### src/hw/rtl/wmsc_pkg.sv
// ----------------------------------------------------------------------------
// Wiper mode and sweep controller package
// Shared constants, codes, register layout and the sweep step function.
// ----------------------------------------------------------------------------
package wmsc_pkg;

  localparam int SampleBitsDef = 12;

  localparam int CfgIdxW  = 4;
  localparam int CfgDataW = 14;
  localparam int ThrW     = 12;
  localparam int WaitW    = 14;
  localparam int DutyW    = 7;
  localparam int ElapsedW = 9;
  localparam int TimerW   = 16;
  localparam int StepW    = 7;
  localparam int OutW     = 16;

  localparam logic [DutyW-1:0]    DutyMin     = 7'd23;
  localparam logic [DutyW-1:0]    DutyMax     = 7'd59;
  localparam logic [DutyW-1:0]    DutyTop     = 7'd127;
  localparam logic [ElapsedW-1:0] PhaseTimeMs = 9'd380;
  localparam logic [ElapsedW-1:0] ElapsedMax  = 9'd511;
  localparam logic [TimerW-1:0]   TimerMax    = 16'hFFFF;
  localparam logic [StepW-1:0]    StepLimit   = 7'd75;
  localparam int                  TickMs      = 10;

  // register indexes
  typedef enum logic [CfgIdxW-1:0] {
    CfgModeOffThr  = 4'd0,
    CfgModeLowThr  = 4'd1,
    CfgModeHighThr = 4'd2,
    CfgIvlShortThr = 4'd3,
    CfgIvlLongThr  = 4'd4,
    CfgShortWait   = 4'd5,
    CfgMediumWait  = 4'd6,
    CfgLongWait    = 4'd7
  } cfg_idx_e;

  localparam logic [ThrW-1:0]  RstModeOffThr  = 12'd1024;
  localparam logic [ThrW-1:0]  RstModeLowThr  = 12'd2048;
  localparam logic [ThrW-1:0]  RstModeHighThr = 12'd3072;
  localparam logic [ThrW-1:0]  RstIvlShortThr = 12'd1352;
  localparam logic [ThrW-1:0]  RstIvlLongThr  = 12'd2744;
  localparam logic [WaitW-1:0] RstShortWait   = 14'd3000;
  localparam logic [WaitW-1:0] RstMediumWait  = 14'd6000;
  localparam logic [WaitW-1:0] RstLongWait    = 14'd8000;

  typedef enum logic [1:0] {
    ModeOff  = 2'd0,
    ModeLow  = 2'd1,
    ModeHigh = 2'd2,
    ModeInt  = 2'd3
  } mode_e;

  typedef enum logic [1:0] {
    IvlShort  = 2'd0,
    IvlMedium = 2'd1,
    IvlLong   = 2'd2
  } ivl_e;

  typedef enum logic [1:0] {
    PhHold = 2'd0,
    PhRise = 2'd1,
    PhFall = 2'd2
  } phase_e;

  typedef struct packed {
    logic [ThrW-1:0]  mode_off_thr;
    logic [ThrW-1:0]  mode_low_thr;
    logic [ThrW-1:0]  mode_high_thr;
    logic [ThrW-1:0]  ivl_short_thr;
    logic [ThrW-1:0]  ivl_long_thr;
    logic [WaitW-1:0] short_wait;
    logic [WaitW-1:0] medium_wait;
    logic [WaitW-1:0] long_wait;
  } cfg_t;

  typedef struct packed {
    mode_e                mode;
    ivl_e                 ivl;
    phase_e               phase;
    logic [DutyW-1:0]     rise_duty;
    logic [DutyW-1:0]     fall_duty;
    logic [ElapsedW-1:0]  elapsed;
    logic [TimerW-1:0]    timer;
    logic [StepW-1:0]     step_cnt;
  } state_t;

  typedef struct packed {
    logic             duty_valid;
    logic [DutyW-1:0] duty;
    mode_e            mode;
    ivl_e             ivl;
    phase_e           phase;
  } result_t;

  typedef struct packed {
    state_t           st;
    logic             wr;
    logic [DutyW-1:0] duty;
  } sweep_t;

  function automatic logic [ElapsedW-1:0] add_elapsed(input logic [ElapsedW-1:0] e);
    logic [ElapsedW:0] s;
    s = {1'b0, e} + (ElapsedW+1)'(TickMs);
    add_elapsed = (s > {1'b0, ElapsedMax}) ? ElapsedMax : s[ElapsedW-1:0];
  endfunction

  function automatic logic [TimerW-1:0] add_timer(input logic [TimerW-1:0] t);
    logic [TimerW:0] s;
    s = {1'b0, t} + (TimerW+1)'(TickMs);
    add_timer = s[TimerW] ? TimerMax : s[TimerW-1:0];
  endfunction

  // One servo step: hold enters rise, rise and fall move the duty one unit.
  function automatic sweep_t sweep_step(input state_t s);
    sweep_t r;
    r      = '0;
    r.st   = s;
    r.wr   = 1'b0;
    r.duty = '0;
    case (s.phase)
      PhHold: begin
        r.st.phase = PhRise;
      end
      PhRise: begin
        if (s.rise_duty < DutyTop) r.st.rise_duty = s.rise_duty + 7'd1;
        r.wr       = 1'b1;
        r.duty     = r.st.rise_duty;
        r.st.elapsed = add_elapsed(s.elapsed);
        if (r.st.rise_duty >= DutyMax && r.st.elapsed >= PhaseTimeMs) begin
          r.st.phase     = PhFall;
          r.st.elapsed   = '0;
          r.st.rise_duty = DutyMin;
        end
      end
      PhFall: begin
        if (s.fall_duty != '0) r.st.fall_duty = s.fall_duty - 7'd1;
        r.wr       = 1'b1;
        r.duty     = r.st.fall_duty;
        r.st.elapsed = add_elapsed(s.elapsed);
        if (r.st.fall_duty < DutyMin && r.st.elapsed >= PhaseTimeMs) begin
          r.st.phase     = PhHold;
          r.st.elapsed   = '0;
          r.st.fall_duty = DutyMax;
        end
      end
      default: begin
        // undefined phase code: enter fall
        r.st.phase = PhFall;
      end
    endcase
    sweep_step = r;
  endfunction

endpackage

### src/hw/rtl/wmsc_step.sv
// ----------------------------------------------------------------------------
// Wiper tick update
// Mode and interval decode plus one tick of sweep and interval timer logic.
// ----------------------------------------------------------------------------
module wmsc_step #(
  parameter int SampleBits = wmsc_pkg::SampleBitsDef
) (
  input  wmsc_pkg::state_t        state_i,
  input  wmsc_pkg::cfg_t          cfg_i,
  input  logic                    engine_on_i,
  input  logic [SampleBits-1:0]   mode_level_i,
  input  logic [SampleBits-1:0]   interval_level_i,
  output wmsc_pkg::state_t        state_o,
  output wmsc_pkg::result_t       result_o
);

  localparam int CmpW = (SampleBits > wmsc_pkg::ThrW) ? SampleBits : wmsc_pkg::ThrW;

  logic [CmpW-1:0] mlev, ilev;
  logic [CmpW-1:0] off_thr, low_thr, high_thr, short_thr, long_thr;

  assign mlev      = CmpW'(mode_level_i);
  assign ilev      = CmpW'(interval_level_i);
  assign off_thr   = CmpW'(cfg_i.mode_off_thr);
  assign low_thr   = CmpW'(cfg_i.mode_low_thr);
  assign high_thr  = CmpW'(cfg_i.mode_high_thr);
  assign short_thr = CmpW'(cfg_i.ivl_short_thr);
  assign long_thr  = CmpW'(cfg_i.ivl_long_thr);

  always_comb begin
    wmsc_pkg::state_t                 s;
    wmsc_pkg::sweep_t                 sw;
    logic                             wr;
    logic [wmsc_pkg::DutyW-1:0]       duty;
    logic [wmsc_pkg::WaitW-1:0]       wait_ms;

    s       = state_i;
    sw      = wmsc_pkg::sweep_step(state_i);
    wr      = 1'b0;
    duty    = '0;
    wait_ms = cfg_i.medium_wait;

    if (engine_on_i) begin
      if (mlev > high_thr)      s.mode = wmsc_pkg::ModeInt;
      else if (mlev > low_thr)  s.mode = wmsc_pkg::ModeHigh;
      else if (mlev >= off_thr) s.mode = wmsc_pkg::ModeLow;
      else                      s.mode = wmsc_pkg::ModeOff;
    end

    sw = wmsc_pkg::sweep_step(s);

    case (s.mode)
      wmsc_pkg::ModeOff: begin
        // finish a sweep under way, engine or not
        if (s.phase != wmsc_pkg::PhHold) begin
          s    = sw.st;
          wr   = sw.wr;
          duty = sw.duty;
        end
      end
      wmsc_pkg::ModeLow, wmsc_pkg::ModeHigh: begin
        if (engine_on_i) begin
          s    = sw.st;
          wr   = sw.wr;
          duty = sw.duty;
        end
      end
      wmsc_pkg::ModeInt: begin
        if (engine_on_i) begin
          s.timer = wmsc_pkg::add_timer(s.timer);
          if (ilev < short_thr)     s.ivl = wmsc_pkg::IvlShort;
          else if (ilev > long_thr) s.ivl = wmsc_pkg::IvlLong;
          else                      s.ivl = wmsc_pkg::IvlMedium;
          case (s.ivl)
            wmsc_pkg::IvlShort:  wait_ms = cfg_i.short_wait;
            wmsc_pkg::IvlMedium: wait_ms = cfg_i.medium_wait;
            wmsc_pkg::IvlLong:   wait_ms = cfg_i.long_wait;
            default:             wait_ms = cfg_i.long_wait;
          endcase
          if (s.timer >= wmsc_pkg::TimerW'(wait_ms)) begin
            sw         = wmsc_pkg::sweep_step(s);
            s          = sw.st;
            wr         = sw.wr;
            duty       = sw.duty;
            s.step_cnt = s.step_cnt + 7'd1;
            if (s.step_cnt >= wmsc_pkg::StepLimit) begin
              s.timer    = '0;
              s.step_cnt = '0;
            end
          end else begin
            // waiting: park at minimum duty, timer runs double
            wr      = 1'b1;
            duty    = wmsc_pkg::DutyMin;
            s.timer = wmsc_pkg::add_timer(s.timer);
          end
        end
      end
      default: ;
    endcase

    state_o             = s;
    result_o.duty_valid = wr;
    result_o.duty       = duty;
    result_o.mode       = s.mode;
    result_o.ivl        = s.ivl;
    result_o.phase      = s.phase;
  end

endmodule

### src/hw/rtl/wiper_mode_sweep_controller.sv
// ----------------------------------------------------------------------------
// Wiper mode and sweep controller
// Per-tick mode selection, servo sweep and intermittent interval timing.
// ----------------------------------------------------------------------------
//  channel  | direction | handshake       | payload
//  s_axis   | in        | tvalid/tready   | tdata: engine_on, mode_level, interval_level
//  m_axis   | out       | tvalid/tready   | tdata: duty_valid, duty_thousandths,
//           |           |                 |        active_mode, active_interval, sweep_phase
//  cfg      | in        | cfg_valid/ready | cfg_index_i, cfg_data_i
//
// One transaction per cycle sustained while the output is not stalled. An input
// transaction lands in the input register; it then moves through the tick update
// into the output register, from which its result is taken. Reset clears the
// pipeline valids, the sweep state and the configuration registers to their
// defaults. A stalled output holds its result; the input register takes one
// more transaction and then s_axis_tready drops until the output moves.
// ----------------------------------------------------------------------------
module wiper_mode_sweep_controller #(
  parameter int SampleBits = wmsc_pkg::SampleBitsDef,
  localparam int InW = ((1 + 2 * SampleBits + 7) / 8) * 8
) (
  input  logic                          clk_i,
  input  logic                          rst_ni,
  input  logic                          s_axis_tvalid,
  output logic                          s_axis_tready,
  // engine_on, mode_level, interval_level (from bit 0 up)
  input  logic [InW-1:0]                s_axis_tdata,
  output logic                          m_axis_tvalid,
  input  logic                          m_axis_tready,
  // duty_valid, duty_thousandths, active_mode, active_interval, sweep_phase
  output logic [wmsc_pkg::OutW-1:0]     m_axis_tdata,
  input  logic                          cfg_valid_i,
  output logic                          cfg_ready_o,
  input  logic [wmsc_pkg::CfgIdxW-1:0]  cfg_index_i,
  input  logic [wmsc_pkg::CfgDataW-1:0] cfg_data_i
);

  wmsc_pkg::cfg_t    cfg_q;
  wmsc_pkg::state_t  state_q, state_d;
  wmsc_pkg::result_t result_d, result_q;

  logic                  in_valid_q;
  logic                  engine_q;
  logic [SampleBits-1:0] mlev_q, ilev_q;
  logic                  out_valid_q;
  logic                  out_free;

  assign out_free      = !out_valid_q || m_axis_tready;
  assign s_axis_tready = !in_valid_q || out_free;
  assign cfg_ready_o   = 1'b1;

  // configuration registers
  always_ff @(posedge clk_i or negedge rst_ni) begin
    if (!rst_ni) begin
      cfg_q.mode_off_thr  <= wmsc_pkg::RstModeOffThr;
      cfg_q.mode_low_thr  <= wmsc_pkg::RstModeLowThr;
      cfg_q.mode_high_thr <= wmsc_pkg::RstModeHighThr;
      cfg_q.ivl_short_thr <= wmsc_pkg::RstIvlShortThr;
      cfg_q.ivl_long_thr  <= wmsc_pkg::RstIvlLongThr;
      cfg_q.short_wait    <= wmsc_pkg::RstShortWait;
      cfg_q.medium_wait   <= wmsc_pkg::RstMediumWait;
      cfg_q.long_wait     <= wmsc_pkg::RstLongWait;
    end else if (cfg_valid_i) begin
      case (cfg_index_i)
        wmsc_pkg::CfgModeOffThr:  cfg_q.mode_off_thr  <= cfg_data_i[wmsc_pkg::ThrW-1:0];
        wmsc_pkg::CfgModeLowThr:  cfg_q.mode_low_thr  <= cfg_data_i[wmsc_pkg::ThrW-1:0];
        wmsc_pkg::CfgModeHighThr: cfg_q.mode_high_thr <= cfg_data_i[wmsc_pkg::ThrW-1:0];
        wmsc_pkg::CfgIvlShortThr: cfg_q.ivl_short_thr <= cfg_data_i[wmsc_pkg::ThrW-1:0];
        wmsc_pkg::CfgIvlLongThr:  cfg_q.ivl_long_thr  <= cfg_data_i[wmsc_pkg::ThrW-1:0];
        wmsc_pkg::CfgShortWait:   cfg_q.short_wait    <= cfg_data_i[wmsc_pkg::WaitW-1:0];
        wmsc_pkg::CfgMediumWait:  cfg_q.medium_wait   <= cfg_data_i[wmsc_pkg::WaitW-1:0];
        wmsc_pkg::CfgLongWait:    cfg_q.long_wait     <= cfg_data_i[wmsc_pkg::WaitW-1:0];
        default: ; // drop writes beyond the register list
      endcase
    end
  end

  // input register
  always_ff @(posedge clk_i or negedge rst_ni) begin
    if (!rst_ni) begin
      in_valid_q <= 1'b0;
    end else if (s_axis_tready) begin
      in_valid_q <= s_axis_tvalid;
    end
  end

  always_ff @(posedge clk_i) begin
    if (s_axis_tready && s_axis_tvalid) begin
      engine_q <= s_axis_tdata[0];
      mlev_q   <= s_axis_tdata[SampleBits:1];
      ilev_q   <= s_axis_tdata[2*SampleBits:SampleBits+1];
    end
  end

  wmsc_step #(
    .SampleBits(SampleBits)
  ) u_step (
    .state_i         (state_q),
    .cfg_i           (cfg_q),
    .engine_on_i     (engine_q),
    .mode_level_i    (mlev_q),
    .interval_level_i(ilev_q),
    .state_o         (state_d),
    .result_o        (result_d)
  );

  // sweep state advances when the tick moves into the output register
  always_ff @(posedge clk_i or negedge rst_ni) begin
    if (!rst_ni) begin
      state_q.mode      <= wmsc_pkg::ModeOff;
      state_q.ivl       <= wmsc_pkg::IvlShort;
      state_q.phase     <= wmsc_pkg::PhHold;
      state_q.rise_duty <= wmsc_pkg::DutyMin;
      state_q.fall_duty <= wmsc_pkg::DutyMax;
      state_q.elapsed   <= '0;
      state_q.timer     <= '0;
      state_q.step_cnt  <= '0;
      out_valid_q       <= 1'b0;
    end else if (out_free) begin
      out_valid_q <= in_valid_q;
      if (in_valid_q) state_q <= state_d;
    end
  end

  always_ff @(posedge clk_i) begin
    if (out_free && in_valid_q) result_q <= result_d;
  end

  assign m_axis_tvalid = out_valid_q;
  assign m_axis_tdata  = {2'b00, result_q.phase, result_q.ivl, result_q.mode,
                          result_q.duty, result_q.duty_valid};

endmodule

### config.mk
export PLATFORM = sky130hd
export DESIGN_NAME = wiper_mode_sweep_controller
export DESIGN_NICKNAME = d
export VERILOG_FILES = /design/src/hw/rtl/wmsc_pkg.sv /design/src/hw/rtl/wmsc_step.sv /design/src/hw/rtl/wiper_mode_sweep_controller.sv
export SDC_FILE = /design/constraint.sdc
export NUM_CORES = 1
export LEC_CHECK = 0
export BUFFER_PORTS_ARGS = -buffer_cell sky130_fd_sc_hd__buf_2
export CAP_MARGIN = 20
export CORE_AREA = 2 2 167 169
export DETAILED_ROUTE_END_ITERATION = 10
export DIE_AREA = 0 0 169 171
export SYNTH_ARGS = -nofsm -noshare
export SYNTH_HDL_FRONTEND = slang
export SYNTH_HIERARCHICAL = 1
export SYNTH_SLANG_ARGS = --single-unit
### constraint.sdc
create_clock -name clk_i -period 11.86 [get_ports clk_i]
set_input_delay 0.593 -clock clk_i [delete_from_list [all_inputs] [get_ports clk_i]]
set_output_delay 0.593 -clock clk_i [all_outputs]
set_load 0.03 [all_outputs]
==> flow_summary.yaml, run 1 <==
outcome:
  status: "finished, final reports clean"
sta:
  setup_tns_ns: 0
  skew_ns: 0.01496
  hold_viol: 0
  slew_violations: 0
  fmax_ghz: 0.1669
  period_share: 0.5053
  timing.final.ws_setup_ns: 5.867
  rsz0062_at_grt: "false"
  finalSetupViolCount: 0
  worstMarginPinSlew_ns: 0.9675
  period_needed_ns: 5.993
  slew-limit-headroom: 0.3550
pwr:
  p_leak_nw: 5.963
  p_clk_frac: 0.234
  total_power_mw: 2.357
  p_seq_frac: 0.394
  switching_share: 0.3730
  power_density_nw_per_um2: 173.7
  irDropWorstVdd_mv: 0.1118
  power_switching_mw: 0.8791
  p_int_mw: 1.478
  combPwrFrac: 0.372
floorplan:
  start_util: 0.4596
  num_rows: 61
  coreArea_sq_um: 27320
  ios: 74
  die_x_microns: 169
  die_area_sq_um: 28900
  fp.dieH_microns: 171
clock_tree:
  hold_buffers: 0
  cts_buffer_depth: 2
  root_buffer: "clkbuf_16"
  cts_num_sinks: 194
  cts_resized: 0
  htree_levels: 4
  cts_buffers: 17
  clk_latency_ns: 0.45
  clk_pin_slew_ns: 0.08
  tritoncts: "done"
  cts_setup_buffers: 0
synthesis:
  avgSynthCellArea_sq_um: 10.50
  ys.warnings.count: 6
  syn_inst: 1196
  syn_area_sq_um: 12560
worst_setup_path:
  cp_slowest_cell: "or2_1"
  reg2reg_to: "state_q[27]"
  r2r_cells: 17
  crit_path_end_kind: "flip-flop"
  r2r_setup_slack_ns: 5.87
  cp.required_ns: 12.20
  cp_slowest_stage_delay_ns: 0.83
  startpoint_type: "flip-flop"
  path_cells: "inv_1 -> ha_1 -> nand4_1 -> or2_2 -> o21ai_0 -> o22a_1 -> mux2_2 -> mux2i_1 -> ha_1 -> nand2_1 -> or3_1 -> o311ai_2 -> or2_1 -> o21ai_2 -> a32oi_1 -> o21ai_1 -> mux2_2"
  crit_type: "reg2reg"
  cp.arrival_ns: 6.33
  cp_max_fo: 21
  r2r-start: "cfg_q[51]"
route:
  wl_met3_microns: 811
  met1_length_microns: 12920
  totalWireLength_microns: 27240
  vias: 8949
  wl_per_cell_microns: 17.20
  drc: 0
  wl_met2_microns: 13040
  dr.max_layer_used: "met4"
  vias_per_cell: 5.650
  ant_nets: 0
  drt_iter0_markers: 596
  drt_first_pass_iters: 5
global_routing:
  grt_max_degree: 64
  grt_pass1_wl_microns: 45680
  grt_pass1_vias: 8841
  grt_antenna_before_repair: 0
  grt_overflow_total: 0
  grt_usage: 0.1977
finish:
  area_growth_syn_to_layout_pct: 8.051
  drive_above_1_share: 0.2754
  fillers: 2502
  antenna_cells: 0
  multiInputGateArea_sq_um: 6795
  nets: 1367
  seq_area_sq_um: 5104
min_path:
  hp-class: "in2async"
job:
  cap_violations: 0
placed_design:
  hpwl_microns: 19240
  post-place-ws_ns: 5.998
  portBuffers: 63
  gp_congestion: 0.8377
## worst max-delay path, delay by kind of cell, from the launching register on
kind	cells	cell delay, ns
AOI/OAI and AO/OA	6	2.27
and+or+nand+nor	5	1.74
muxes	3	0.84
DFF	1	0.53
adders and majority gates	2	0.47
buffers and inverters	1	0.04
## cell type report
cell class,count,area share
clock buffer,18,0.03163
timing repair buffer,69,0.02702
multi-input combinational,858,0.5008
clock inverter,14,0.009036
tap,346,0.03190
sequential,194,0.3761
inverter,85,0.02351
## sequential cells by signal, summed over array words and instances (netlist names)
| signal | count |
|---|---|
| ilev_q | 12 |
| cfg_q | 102 |
| m_axis_tdata | 14 |
| m_axis_tvalid | 1 |
| engine_q | 1 |
| state_q | 51 |
| in_valid_q | 1 |
| mlev_q | 12 |
## power by group through the flow
stage	clock network (mW)	registers (mW)	logic [mW]
after floorplan	0	0.922	0.685
after global placement	0	0.938	0.857
after detailed placement	0	0.943	0.869
after CTS	0.573	0.930	0.875
after global routing	0.593	0.951	0.984
final	0.551	0.930	0.876
## metrics by stage
step	util	instance area, sq um	hold WS [ns]	cells
after CTS	0.4966	13570	0.05124	1584
after detailed placement	0.4764	13020	0.4758	1552
after global placement	0.4764	13020	0.4672	1552
after global routing	0.4966	13570	0.07247	1584
after floorplan	-	12560	0.2974	1197
final	0.4966	13570	0.04132	1584
## worst max-delay path by stage
stage / startpoint / depth (start not counted) / endpoint
after floorplan: cfg_q[51] / 21 / state_q[46]
after global placement: cfg_q[51] / 17 / state_q[26]
after detailed placement: cfg_q[51] / 17 / state_q[27]
after CTS: cfg_q[51] / 17 / state_q[27]
after global routing: cfg_q[51] / 17 / state_q[27]
final: cfg_q[51] / 17 / state_q[27]
## metal layers
| metal | vias up | global-route usage |
|---|---|---|
| li1 | 4406 | - |
| met1 | 4354 | 0.2668 |
| met5 | - | 0 |
| met2 | 162 | 0.3329 |
| met3 | 27 | 0.02730 |
| met4 | 0 | 0.05797 |
## layout by cell type (no fill, tap or decap), drive strengths merged, types with 5 or more instances in the layout
cell / count
nor2: 65
nand2: 82
ha: 87
a31oi: 19
clkbuf: 18
dfstp: 43
nand3: 26
buf: 69
nand4: 19
mux2i: 19
xnor2: 19
and2: 6
nor3: 17
and3: 8
nand2b: 21
a22o: 6
a211oi: 5
a22oi: 6
edfxtp: 39
nor2b: 16
o211ai: 8
inv: 91
mux2: 169
a21o: 25
or2: 9
clkinv: 6
dfrtp: 112
nand3b: 6
a21oi: 54
or3: 9
o21ai: 60
o22ai: 6
a32oi: 8
a211o: 5
o31ai: 9
o311ai: 5
(Power assumes the default switching activity.)
==> run 2, diff against run 1 <==
--- a/config.mk
+++ b/config.mk
@@ -10,6 +10,7 @@
 export CORE_AREA = 2 2 167 169
 export DETAILED_ROUTE_END_ITERATION = 10
 export DIE_AREA = 0 0 169 171
+export PLACE_DENSITY = 0.66
 export SYNTH_ARGS = -nofsm -noshare
 export SYNTH_HDL_FRONTEND = slang
 export SYNTH_HIERARCHICAL = 1
==> constraint.sdc (replaced) <==
create_clock -name clk_i -period 4.88 [get_ports clk_i]
set_input_delay 0.244 -clock clk_i [delete_from_list [all_inputs] [get_ports clk_i]]
set_output_delay 0.244 -clock clk_i [all_outputs]
set_load 0.03 [all_outputs]
==> flow_summary.yaml, run 2 (same netlist as run 1, synthesis figures left out) <==
outcome:
  status: "finished, final reports clean"
finish:
  largest_register_ffs: 102
  utilization: 0.5195
  nets: 1417
  final_cell_mix: "mux2_2, dfrtp_1, ha_1"
  drive_above_1_share: 0.2896
  fillers: 2442
  multiInputGateArea_sq_um: 6877
  antenna_cells: 0
  largest_register: "cfg_q"
  seq_area_sq_um: 5104
  layout_commonest_cell: "mux2_2"
  area_growth_syn_to_layout_pct: 13.03
global_routing:
  grt_pass1_wl_microns: 46850
  grt_usage: 0.2001
  grt_antenna_before_repair: 0
  grt_pass1_vias: 9341
  grt_max_degree: 103
  grt_overflow_total: 0
sta:
  slew-limit-headroom: 0.3236
  skew_ns: 0.01819
  fmax_ghz: 0.2138
  worstMarginPinSlew_ns: 1.015
  finalSetupViolCount: 0
  hold_viol: 0
  period_needed_ns: 4.678
  period_share: 0.9587
  setup_tns_ns: 0
  slew_violations: 0
floorplan:
  num_rows: 61
  die_area_sq_um: 28900
  die_x_microns: 169
  coreArea_sq_um: 27320
  fp.dieH_microns: 171
  start_util: 0.4596
  ios: 74
pwr:
  switching_share: 0.3732
  combPwrFrac: 0.386
  p_int_mw: 3.795
  power_switching_mw: 2.260
  power_density_nw_per_um2: 426.5
  total_power_mw: 6.054
  p_seq_frac: 0.374
  p_leak_nw: 6.250
  p_clk_frac: 0.240
  irDropWorstVdd_mv: 0.2077
clock_tree:
  clk_pin_slew_ns: 0.08
  cts_buffers: 17
  cts_buffer_depth: 2
  root_buffer: "clkbuf_16"
  htree_levels: 4
  clk_latency_ns: 0.44
  tritoncts: "done"
  cts_num_sinks: 194
worst_setup_path:
  startpoint_type: "flip-flop"
  cp.arrival_ns: 5.01
  cp_max_fo: 9
  crit_type: "reg2reg"
  path_cells: "inv_1 -> ha_1 -> nand4_1 -> or2_2 -> o21ai_1 -> o22a_1 -> buf_12 -> mux2_2 -> mux2i_1 -> ha_1 -> a21oi_1 -> o21ai_0 -> a21o_1 -> a211o_4 -> or2_4 -> buf_4 -> a21o_1 -> a31oi_1 -> o21ai_0 -> mux2_2"
  crit_path_end_kind: "flip-flop"
  cp_slowest_cell: "dfstp_2"
  r2r-start: "cfg_q[51]"
  cp_slowest_stage_delay_ns: 0.53
  cp.required_ns: 5.21
  critPathLaunch: "cfg_q[51]"
placed_design:
  gp_congestion: 0.8616
  hpwl_microns: 19630
  portBuffers: 63
route:
  drt_iter0_markers: 745
  vias_per_cell: 5.775
  drc: 0
  ant_nets: 0
  drt_first_pass_iters: 5
  vias: 9436
  totalWireLength_microns: 28100
  wl_per_cell_microns: 17.20
job:
  cap_violations: 0
min_path:
  min_from: "cfg_data_i[12]"
  hp-class: "in2reg"
-- run 2: what timing repair did --
action | 4_1_cts | 5_1_grt
cloned | 0 | 0
endpoints found under the setup margin | 26 | 43
hold endpoints to repair | 56 | 0
gates resized for setup | 2 | 13
buffers inserted | 0 | 1
pin swaps | 0 | 3
hold buffers | 27 | 0
-- run 2: path summary, 6_finish.rpt --
check / end / slack [ns] / depth (start not counted)
worst max-delay path: state_q[45] / 0.20 / 20
worst min-delay path: cfg_q[40] / 0.05 / 2
worst max register to register: state_q[45] / 0.20 / 20
worst min register to register: cfg_q[25] / 0.48 / 1
max in group asynchronous: cfg_q[18] / 3.32 / 3
min in group asynchronous: state_q[45] / 0.46 / 2
-- run 2: per-layer routing --
| layer | track usage | part of all wire |
|---|---|---|
| met5 | 0 | 0 |
| met4 | 0.06577 | 0.022 |
| met3 | 0.02568 | 0.036 |
| met2 | 0.3485 | 0.49 |
| met1 | 0.2590 | 0.45 |
-- run 2: area by class of cell --
cell class,instances,area share
Multi-Input combinational cell,858,0.4844
Sequential cell,194,0.3595
Timing Repair Buffer,119,0.05967
Clock buffer,17,0.02997
Clock inverter,15,0.01340
Tap cell,346,0.03050
Inverter,85,0.02248
-- run 2: stage by stage --
step / hold WS [ns] / setup WS (ns) / instances / cell area [sq um]
final: 0.05312 / 0.2017 / 1634 / 14190
after global routing: 0.05782 / -0.009786 / 1634 / 14190
after CTS: 0.03892 / 0.01207 / 1633 / 14120
after detailed placement: 0.4221 / -0.07493 / 1574 / 13220
after global placement: 0.4200 / -0.004641 / 1574 / 13220
after floorplan: -0.05159 / 0.2694 / 1197 / 12560
-- run 2: power by group through the flow --
| stage | Combinational (mW) | Sequential [mW] | Clock [mW] |
|---|---|---|---|
| floorplan | 1.66 | 2.24 | 0 |
| global placement | 2.17 | 2.28 | 0 |
| detailed placement | 2.23 | 2.29 | 0 |
| CTS | 2.26 | 2.27 | 1.49 |
| global route | 2.59 | 2.32 | 1.55 |
| finish | 2.34 | 2.27 | 1.45 |
-- run 2: worst max-delay path, delay by kind of cell, from the launching register on --
family,cells,cell delay [ns]
DFF,1,0.53
AOI/OAI and AO/OA,9,1.66
and+or+nand+nor,3,0.74
buffers and inverters,3,0.34
adders and majority gates,2,0.56
muxes,3,0.73
==> run 3, diff against run 2 <==
--- a/config.mk
+++ b/config.mk
@@ -10,7 +10,7 @@
 export CORE_AREA = 2 2 167 169
 export DETAILED_ROUTE_END_ITERATION = 10
 export DIE_AREA = 0 0 169 171
-export PLACE_DENSITY = 0.66
+export PLACE_DENSITY = 0.65
 export SYNTH_ARGS = -nofsm -noshare
 export SYNTH_HDL_FRONTEND = slang
 export SYNTH_HIERARCHICAL = 1
==> constraint.sdc (replaced) <==
create_clock -name clk_i -period 4.2 [get_ports clk_i]
set_input_delay 0.21 -clock clk_i [delete_from_list [all_inputs] [get_ports clk_i]]
set_output_delay 0.21 -clock clk_i [all_outputs]
set_load 0.03 [all_outputs]
==> flow_summary.yaml, run 3 (same netlist as run 1, synthesis figures left out) <==
route:
  drt_iter0_markers: 622
  vias: 9740
  vias_per_cell: 5.753
  totalWireLength_microns: 29980
  drt_first_pass_iters: 5
  drc: 0
  ant_nets: 0
  wl_per_cell_microns: 17.71
finish:
  finalNonFillerCells: 1693
  nets: 1475
  largest_register_ffs: 102
  seq_area_sq_um: 5104
  layout_commonest_cell: "mux2_2"
  multiInputGateArea_sq_um: 7289
  final_cell_mix: "mux2_2, dfrtp_1, inv_1, ha_1, nand2_1"
  drive_above_1_share: 0.3611
  utilization: 0.5520
  largest_register: "cfg_q"
  area_growth_syn_to_layout_pct: 20.10
  fillers: 2353
worst_setup_path:
  r2r-start: "cfg_q[51]"
  r2r_cells: 21
  r2r_setup_slack_ns: -0.31
  path_cells: "inv_2 -> ha_4 -> a21o_1 -> a21o_1 -> a21oi_2 -> o21ai_2 -> o22a_2 -> buf_12 -> buf_6 -> mux2_2 -> mux2i_1 -> ha_1 -> a211o_1 -> a31oi_4 -> o311ai_4 -> buf_6 -> o311a_4 -> a211o_1 -> nand2_1 -> nand2_1 -> mux2_2"
  cp_slowest_cell: "dfstp_2"
  cp_num_buf_inv: 4
  startpoint_type: "flip-flop"
  cpLargestDelayFamily: "compound AO/OA/AOI/OAI gates"
  crit_path_end_kind: "flip-flop"
  cp_slowest_stage_delay_ns: 0.54
  cp.arrival_ns: 4.88
  crit_type: "reg2reg"
  cp.required_ns: 4.57
  reg2reg_to: "state_q[32]"
  cp_max_fo: 5
floorplan:
  die_area_sq_um: 28900
  coreArea_sq_um: 27320
  ios: 74
  start_util: 0.4596
  die_x_microns: 169
  num_rows: 61
  fp.dieH_microns: 171
sta:
  skew_ns: 0.01767
  rsz0062_at_grt: "true"
  worstMarginPinSlew_ns: 0.8911
  period_share: 1.074
  slew-limit-headroom: 0.4053
  period_needed_ns: 4.512
  fmax_ghz: 0.2216
  slew_violations: 0
  finalSetupViolCount: 50
  timing.final.ws_setup_ns: -0.3125
  hold-worst-slack_ns: 0.02746
  hold_viol: 0
global_routing:
  grt_overflow_total: 0
  grt_pass1_wl_microns: 49130
  grt_pass1_vias: 9568
  grt_max_degree: 88
  grt_usage: 0.2127
  grt_antenna_before_repair: 1
placed_design:
  post-place-ws_ns: -0.3618
  gp_congestion: 0.8608
  portBuffers: 63
  hpwl_microns: 20570
  dpl.cell_count: 1623
clock_tree:
  tritoncts: "done"
  root_buffer: "clkbuf_16"
  clk_pin_slew_ns: 0.08
  cts_buffers: 17
  cts_buffer_depth: 2
  cts_num_sinks: 194
  clk_latency_ns: 0.45
  htree_levels: 4
pwr:
  irDropWorstVdd_mv: 0.2769
  total_power_mw: 7.545
  p_leak_nw: 6.645
  power_density_nw_per_um2: 500.3
min_path:
  min_to: "cfg_q[12]"
  min_from: "cfg_data_i[12]"
  hold-path-cell-count: 2
  hp-class: "in2reg"
outcome:
  violations: "setup timing"
  status: "finished, violations left"
job:
  cap_violations: 0
==> run 3: where the power goes <==
part	leakage [nW]	total, mW	switching [mW]	internal [mW]
registers	2.25	2.61	0.262	2.35
clock network	0.286	1.66	0.807	0.852
logic	4.11	3.27	1.76	1.51
==> run 3: worst max-delay path by stage <==
stage / startpoint / endpoint / slack (ns) / depth (start not counted)
floorplan: cfg_q[47] / state_q[46] / -0.002 / 23
CTS: cfg_q[51] / state_q[29] / -0.23 / 21
global placement: cfg_q[51] / state_q[25] / -0.27 / 21
global route: cfg_q[51] / state_q[3] / -0.48 / 20
detailed placement: cfg_q[51] / state_q[27] / -0.36 / 21
finish: cfg_q[51] / state_q[32] / -0.31 / 21
==> run 3: stage by stage <==
stage / TNS [ns] / instance area, sq um
4_1_cts: -8.040 / 14890
2_1_floorplan: -0.001978 / 12600
5_1_grt: -18.98 / 15080
6_report: -10.19 / 15080
3_3_place_gp: -8.570 / 13610
3_5_place_dp: -12.82 / 13610
==> run 3: area by class of cell <==
cell class / instances / share of cell area
clock buffer: 18 / 0.02846
multi-input combinational: 859 / 0.4833
tap: 346 / 0.02870
antenna: 1 / 0.0001659
clock inverter: 14 / 0.01120
timing repair buffer: 176 / 0.08860
inverter: 85 / 0.02115
sequential: 194 / 0.3384
==> run 3: what timing repair did <==
| action | CTS | global route |
|---|---|---|
| endpoints found under the setup margin | 55 | 58 |
| gates resized for setup | 79 | 45 |
| pin swaps | 45 | 30 |
| hold buffers | 27 | 0 |
| hold endpoints to repair | 94 | 0 |
| setup buffers | 8 | 3 |
| cloned | 2 | 0 |
==> run 3: metal layers <==
metal,share of wire,global-route usage
met2,0.48,0.3662
met1,0.45,0.2771
met3,0.038,0.02568
met5,0,0
met4,0.027,0.07655
